## src/rtl/rem_pkg.sv

```systemverilog
// Package for the regression error metrics block: field widths, constants,
// state and phase codes, and the command/status/result structs.
// No dependencies.
package rem_pkg;

    localparam int SAMP_W    = 24;
    localparam int ERR_W     = 25;
    localparam int SQ_W      = 62;
    localparam int ABS_W     = 37;
    localparam int ACT_W     = 37;
    localparam int ASQ_W     = 59;
    localparam int MSE_W     = 50;
    localparam int R2_W      = 32;
    localparam int FC_W      = 8;
    localparam int THR_W     = 40;
    localparam int CNT_OUT_W = 13;
    localparam int CFG_IDX_W = 8;
    localparam int CFG_DAT_W = 40;

    localparam int PROD_W    = 2 * ACT_W;
    localparam int NUM_W     = SQ_W + 24;
    localparam int DEN_W     = ASQ_W;
    localparam int STEP_W    = 7;

    localparam logic [STEP_W-1:0] MUL_STEPS  = 7'd37;
    localparam logic [STEP_W-1:0] DIV_STEPS  = 7'd86;
    localparam logic [STEP_W-1:0] ROOT_STEPS = 7'd25;

    localparam logic signed [R2_W-1:0] R2_ONE = 32'sh0100_0000;
    localparam logic signed [R2_W-1:0] R2_MIN = 32'sh8000_0000;
    localparam logic [NUM_W-1:0] Q_LIMIT = NUM_W'(64'h0000_0000_8100_0000);

    localparam logic [CFG_IDX_W-1:0] CFG_FEATURES  = 8'd0;
    localparam logic [CFG_IDX_W-1:0] CFG_THRESHOLD = 8'd1;

    typedef enum logic [3:0] {
        ST_IDLE, ST_MUL, ST_CORR, ST_MSE, ST_MAE, ST_ROOT, ST_R2, ST_ADJM, ST_ADJ, ST_SEND
    } state_t;

    typedef enum logic [2:0] {
        PH_MUL, PH_CORR, PH_MSE, PH_MAE, PH_ROOT, PH_R2, PH_ADJM, PH_ADJ
    } phase_t;

    typedef struct packed {
        logic   fold;
        logic   start;
        phase_t phase;
        logic   clear;
    } cmd_t;

    typedef struct packed {
        logic done;
    } stat_t;

    typedef struct packed {
        logic [SQ_W-1:0]      sum_sq_error;
        logic [ASQ_W-1:0]     total_sum_sq;
        logic [MSE_W-1:0]     mean_sq_error;
        logic [ERR_W-1:0]     mean_abs_error;
        logic [ERR_W-1:0]     root_mean_sq_error;
        logic [ERR_W-1:0]     max_abs_error;
        logic signed [R2_W-1:0] r_squared;
        logic signed [R2_W-1:0] adjusted_r_squared;
        logic                 adjusted_valid;
        logic [CNT_OUT_W-1:0] sample_count;
        logic                 overflowed;
    } res_t;

endpackage

```

## src/rtl/rem_ctrl.sv

```systemverilog
// Controller for the regression error metrics block: sequences the fold,
// the final multiplies, divides and root, and the result handshake.
// Depends on rem_pkg.
module rem_ctrl (
    input  logic           clk,
    input  logic           rst_n,
    input  logic           in_valid,
    input  logic           in_last,
    output logic           in_ready,
    output logic           out_valid,
    input  logic           out_ready,
    input  rem_pkg::stat_t stat,
    output rem_pkg::cmd_t  cmd
);
    import rem_pkg::*;

    state_t state_reg, state_next;
    logic   go_reg, go_next;

    always_ff @(posedge clk or negedge rst_n)
    begin
        if (!rst_n)
        begin
            state_reg <= ST_IDLE;
            go_reg    <= 1'b0;
        end
        else
        begin
            state_reg <= state_next;
            go_reg    <= go_next;
        end
    end

    always_comb
    begin
        state_next = state_reg;
        case (state_reg)
            ST_IDLE: if (in_valid && in_last) state_next = ST_MUL;
            ST_MUL:  if (stat.done) state_next = ST_CORR;
            ST_CORR: if (stat.done) state_next = ST_MSE;
            ST_MSE:  if (stat.done) state_next = ST_MAE;
            ST_MAE:  if (stat.done) state_next = ST_ROOT;
            ST_ROOT: if (stat.done) state_next = ST_R2;
            ST_R2:   if (stat.done) state_next = ST_ADJM;
            ST_ADJM: if (stat.done) state_next = ST_ADJ;
            ST_ADJ:  if (stat.done) state_next = ST_SEND;
            ST_SEND: if (out_ready) state_next = ST_IDLE;
            default: state_next = ST_IDLE;
        endcase
        go_next = (state_next != state_reg) && (state_next != ST_IDLE)
                  && (state_next != ST_SEND);
    end

    always_comb
    begin
        in_ready  = (state_reg == ST_IDLE);
        out_valid = (state_reg == ST_SEND);
        cmd.fold  = (state_reg == ST_IDLE) && in_valid;
        cmd.start = go_reg;
        cmd.clear = (state_reg == ST_SEND) && out_ready;
        case (state_reg)
            ST_MUL:  cmd.phase = PH_MUL;
            ST_CORR: cmd.phase = PH_CORR;
            ST_MSE:  cmd.phase = PH_MSE;
            ST_MAE:  cmd.phase = PH_MAE;
            ST_ROOT: cmd.phase = PH_ROOT;
            ST_R2:   cmd.phase = PH_R2;
            ST_ADJM: cmd.phase = PH_ADJM;
            ST_ADJ:  cmd.phase = PH_ADJ;
            default: cmd.phase = PH_MUL;
        endcase
    end

    a_no_start_on_done: assert property (@(posedge clk) disable iff (!rst_n)
        stat.done |-> !cmd.start) else $error("start issued while unit finishing");
    a_idle_after_send: assert property (@(posedge clk) disable iff (!rst_n)
        (out_valid && out_ready) |=> in_ready) else $error("no return to idle");
    a_no_fold_in_send: assert property (@(posedge clk) disable iff (!rst_n)
        cmd.fold |-> !out_valid) else $error("fold while result pending");
    a_start_after_move: assert property (@(posedge clk) disable iff (!rst_n)
        cmd.start |-> !$stable(state_reg)) else $error("start without phase change");

endmodule

```

## config.mk

```make
export PLATFORM = sky130hd
export DESIGN_NAME = rem_ctrl
export DESIGN_NICKNAME = d
export VERILOG_FILES = /design/src/rtl/rem_pkg.sv /design/src/rtl/rem_ctrl.sv
export SDC_FILE = /design/constraint.sdc
export NUM_CORES = 1
export LEC_CHECK = 0
export BUFFER_PORTS_ARGS = -buffer_cell sky130_fd_sc_hd__buf_2
export CORE_AREA = 2 2 39 41
export DETAILED_ROUTE_END_ITERATION = 8
export DIE_AREA = 0 0 41 43
export PLACE_DENSITY = 0.7
export REMOVE_ABC_BUFFERS = 1
export SLEW_MARGIN = 20
export SYNTH_ARGS = -nofsm -noshare
export SYNTH_HDL_FRONTEND = slang
export SYNTH_SLANG_ARGS = --single-unit
```

## constraint.sdc

```tcl
create_clock -name clk -period 2.98 [get_ports clk]
set_input_delay 0 -clock clk [delete_from_list [all_inputs] [get_ports clk]]
set_output_delay 0 -clock clk [all_outputs]
set_load 0.05 [all_outputs]
```

Word level (Yosys, flattened, before mapping)

Memory sizes are Yosys's and may differ from the RTL's.
Cells that the tools add are included.

Register bits: 5
Memories kept: 1
Word-level logic and storage cells: 32
Bits in latches: 0
Input bits: 6
Output and inout bits: 8
Memory bits (read-only): 48
Bits in writable memories: 0

Equal/unequal tests: 11
Div/mod/pow operators: 0
Mux-type cells: 11
$lt $le $gt $ge: 0
Bitwise logic cells: 0
Reductions and logical operators: 7
Shift-type cells: 0
Multiply operators: 0
Add/sub/neg operators: 0

Memories:

| name             | words | bits a word | rd ports | clocked after Yosys merged registers in | wr ports | line           | text |
|---|---|---|---|---|---|---|---|
| (name not given) | 16    | 3           | 1        | 0                                       | 0        | rem_ctrl.sv:61 | `case (state_reg)` |

Operators with widths:

| kind                                           | number |
|---|---|
| two-way mux 4 bit                              | 10 |
| case mux 4 bit (10 select lines)               | 1 |
| == test 4 x 3 -> 1 bit (second input constant) | 4 |
| == test 4 x 2 -> 1 bit (second input constant) | 2 |
| == test 4 bit (second input constant)          | 2 |
| logical AND 1 bit                              | 5 |
| == test 4 x 1 -> 1 bit (second input constant) | 1 |
| logical NOT 4 bit                              | 1 |
| inequality test 4 bit                          | 1 |
| inequality test 4 bit (second input constant)  | 1 |
| nonzero test 4 bit                             | 1 |

Logic depth before layout (Yosys ltp)

Depth after elaboration: 6
Depth in mapped cells: 9
Gate-level depth less buffers: 8

Least setup slack after synthesis

OpenSTA, ideal clock, no wires.

Path type: reg2reg
Start point: register state_reg[0]
End point: register go_reg
Period minus slack after synthesis: 2,419 ps
Arrival time: 2,293 ps
Buffers on the path: 1
Library setup time: 126 ps
Data required time: 2,854 ps
Path slack: 561 ps
Cell stages (with the launch flop): 10
Path through: dfrtp_1 > inv_1 > ha_1 > buf_6 > nor3b_4 > a31oi_1 > nor3_1 > nor3_4 > xnor2_1 > o32a_1

Longest elaborated chain between the ends: 5
Elaborated cells on any way between the ends: 26
Those cells by class: eq/ne: 11; mux: 11; reduce/logical: 4

RTL lines:

| item                                                        | line           | text |
|---|---|---|
| start: declaration                                          | rem_ctrl.sv:17 | `state_t state_reg, state_next;` |
| start signal: assignment                                    | rem_ctrl.sv:29 | `state_reg <= state_next;` |
| logical NOT 4 bit (*)                                       | -              |  |
| via in_ready                                                | rem_ctrl.sv:9  | `output logic in_ready,` |
| case mux 4 bit (10 select lines) (*)                        | rem_ctrl.sv:37 | `case (state_reg)` |
| inequality test 4 bit or nonzero test 4 bit (tied branches) | rem_ctrl.sv:50 | `go_next = (state_next != state_reg) && (state_next != ST_IDLE)` |
| logical AND 1 bit                                           | rem_ctrl.sv:50 |  |
| logical AND 1 bit (*)                                       | rem_ctrl.sv:51 | `&& (state_next != ST_SEND);` |
| via go_next                                                 | rem_ctrl.sv:18 | `logic go_reg, go_next;` |
| end signal: assignment                                      | rem_ctrl.sv:30 | `go_reg <= go_next;` |
| end: declaration                                            | rem_ctrl.sv:18 |  |

Mark *: on every way through the listed nets, which the timed path passes. The rest lies on a longest branch.

Final worst setup path

Start point: register state_reg[0]
End point: register go_reg

Longest elaborated chain between the ends: 5
Elaborated cells on any way between the ends: 26
Those cells by class: eq/ne: 11; mux: 11; reduce/logical: 4

RTL lines:

| item                                                        | line |
|---|---|
| == test 4 bit (tied with other cells)                       | rem_ctrl.sv:37 |
| case mux 4 bit (10 select lines)                            | rem_ctrl.sv:37 |
| inequality test 4 bit or nonzero test 4 bit (tied branches) | rem_ctrl.sv:50 |
| logical AND 1 bit                                           | rem_ctrl.sv:50 |
| logical AND 1 bit (*)                                       | rem_ctrl.sv:51 |
| via go_next                                                 | rem_ctrl.sv:18 |

Marked as above.

==> flow_summary_export.csv <==
group,metric,value,unit
run_status,status,"finished clean",
critical_path,path_class,"flip-flop to flip-flop",
floorplan,dieWidth,41,um
critical_path,cp_cell_sequence,"inv_1, ha_1, nor3b_4, a31oi_1, nor3_1, nor3_4, xnor2_1, o32a_1",
global_route,use_met2,25.6,%
logic_synthesis,netlist_top_cells_area,"dfrtp_1 22%, ha_1 11%, buf_6 5.9%",
logic_synthesis,synthTopCellsByCount,"8 x nand2_1, 6 x nor2_1, 5 x a21oi_1, 5 x dfrtp_1, 5 x ha_1",
floorplan,ioPinCount,14,
job,drv_cap,0,
global_route,grt_use_met1,19.7,%
logic_synthesis,synthCells,70,
global_route,antenna_found_initial,0,
logic_synthesis,netlist_area,571,um2
clocking,cts_tree,"built",
global_route,grt_pass1_vias,495,
clocking,clkTransAtPathRegs,0.05,ns
detailed_routing,wl_per_cell,13.3,um
floorplan,die_height,43,um
logic_synthesis,synth_edf_count,0,
detailed_routing,vias_per_cell,5.53,
logic_synthesis,yosys.area.top_type,"dfrtp_1",
clocking,cts.hold.buffers_added,1,
timing,relSlewSlack,59.2,%
global_route,grt.busiest_layer,"met2",
timing,period_minus_slack,2.40,ns
logic_synthesis,ys_ff_latch,5,
logic_synthesis,seq_area_frac_synth,21.9,%
floorplan,rows,14,
detailed_routing,dr.pass1.iters,5,
min_path,min_path_type,"input port to async pin",
detailed_routing,route.detailed.drc,0,
clocking,clock_latency,0.26,ns
global_route,use_met3,5.24,%
finish,stdcell_count,99,
finish,largest_reg_flops,4,
placement,dp.cells,94,
timing,setup_violations,0,
global_route,grt_usage,17.5,%
critical_path,worstSetupStartpointType,"flip-flop",
critical_path,critPathMaxFanout,9,
logic_synthesis,synth.most_common_cell,"nand2_1",
critical_path,cp.required,3.11,ns
clocking,numCtsBuffers,3,
finish,final_nets,95,
logic_synthesis,synth_top_area_share,21.9,%
detailed_routing,via_count,547,
floorplan,initial_core_util,41.2,%
timing,fin_setup_tns,0,ns
logic_synthesis,syn_avg_cell_area,8.15,um2
logic_synthesis,ys_types,30,
global_route,grt_max_degree,16,
timing,tightest_slew,0.606,ns
critical_path,critPathBufInv,1,
floorplan,core_area,1380,um2
critical_path,cp.arrival,2.54,ns
logic_synthesis,synth_warnings,0,
placement,place_congestion,0.803,
timing,hold_violations,0,
timing,timing.final.crit_share,80.6,%
finish,diodes,0,
placement,hpwl,946,um
clocking,cts_max_path_buffers,2,
clocking,clock-root-buffer,"clkbuf_4",
floorplan,die_area,1760,um2
finish,drive_above_1_share,22.9,%
clocking,cts_resized,0,
critical_path,end_kind,"flip-flop",
timing,fmax,0.416,GHz
global_route,grt-ovfl-total,0,
logic_synthesis,synth-main-ff-cell,"dfrtp_1",
timing,rsz0062_at_grt,"no",
critical_path,crit_family,"simple AND/OR/NAND/NOR gates",
finish,final_area,643,um2
placement,place_area,607,um2
clocking,cts_setup_buffers,0,
detailed_routing,routed_wl,1320,um
timing,maxSlewViolCount,0,
placement,portBuffers,13,
detailed_routing,drtIter0Drc,10,
global_route,grt_pass1_wl,2060,um
detailed_routing,ant_nets,0,
critical_path,crit_slowest_cell,"dfrtp_1",
clocking,clock_sinks,5,
finish,syn_to_final_growth,12.7,%
timing,finClkSkew,0.00565,ns
clocking,ctsHtreeMaxLevel,1,
logic_synthesis,async_flop_share,100,%
critical_path,slowest_delay,0.48,ns
## worst reg2reg max path, stage by stage (launching register included)
cell     delay [ns]
dfrtp_1        0.48
inv_1          0.17
ha_1           0.34
nor3b_4        0.30
a31oi_1        0.11
nor3_1         0.35
nor3_4         0.11
xnor2_1        0.15
o32a_1         0.28
## cell usage in the layout (no fill, tap or decap)
master         instances
and2b_1                1
ha_1                   5
o211ai_1               1
and3_1                 1
nor2b_1                2
clkbuf_4               3
nor4_1                 1
and2_1                 2
a21oi_1                5
nor3_4                 1
nand2b_1               4
nor3_1                 2
a311oi_1               1
dfrtp_1                5
o32a_1                 1
buf_2                 13
clkbuf_1               1
o21ai_1                2
xor2_1                 1
inv_1                  4
nand2_1                8
a31oi_1                2
nor2_1                 6
a221oi_1               1
o22ai_1                1
nor3b_4                1
dlygate4sd3_1          1
mux2i_1                1
o21ai_0                2
o21ba_2                1
xnor2_1                2
or3_1                  1
## final cells by class
type,instances,area (um2)
Sequential cell,5,125
Inverter,4,15.0
Timing Repair Buffer,14,75.1
Fill cell,132,741
Tap cell,16,20.0
Clock buffer,4,26.3
Multi-Input combinational cell,56,382
## path summary, 6_finish.rpt
path	from	endpoint	cells past startpoint	slack (ns)
hold / removal	rst_n	state_reg[3]	2	0.08
hold reg to reg	state_reg[1]	state_reg[1]	2	0.64
setup reg to reg	state_reg[0]	go_reg	8	0.58
min in group clk	stat	state_reg[3]	3	0.12
setup / recovery	state_reg[0]	go_reg	8	0.58
max in group asynchronous	rst_n	state_reg[0]	2	2.76
## metrics by stage
| stage | utilization (%) | hold slack, ns | worst slack [ns] |
|---|---|---|---|
| floorplan | - | -0.296 | 0.515 |
| global placement | 43.9 | -0.185 | 0.793 |
| detailed placement | 43.9 | -0.181 | 0.626 |
| CTS | 46.5 | 0.0759 | 0.595 |
| global route | 46.5 | 0.0870 | 0.441 |
| finish | 46.5 | 0.0819 | 0.578 |
## cell families (layout without fill, tap and decap cells)
logic type | Yosys count | after routing | synth area share [%]
flops | 5 | 5 | 21.9
simple gates | 30 | 30 | 30.5
compound gates | 17 | 17 | 19.1
buf+inv | 9 | 22 | 11.2
mux | 1 | 1 | 1.75
xor+xnor | 3 | 3 | 4.61
fa+ha+maj | 5 | 5 | 11.0
## layer usage
metal,vias up,share of wire [%]
li1,267,-
met1,258,42
met2,15,49
met3,7,4.4
met4,0,4.1
met5,-,0
Power is left out: the tool's default activity adds up to more than one toggle a clock period on the data nets, which glitch-free logic cannot reach.
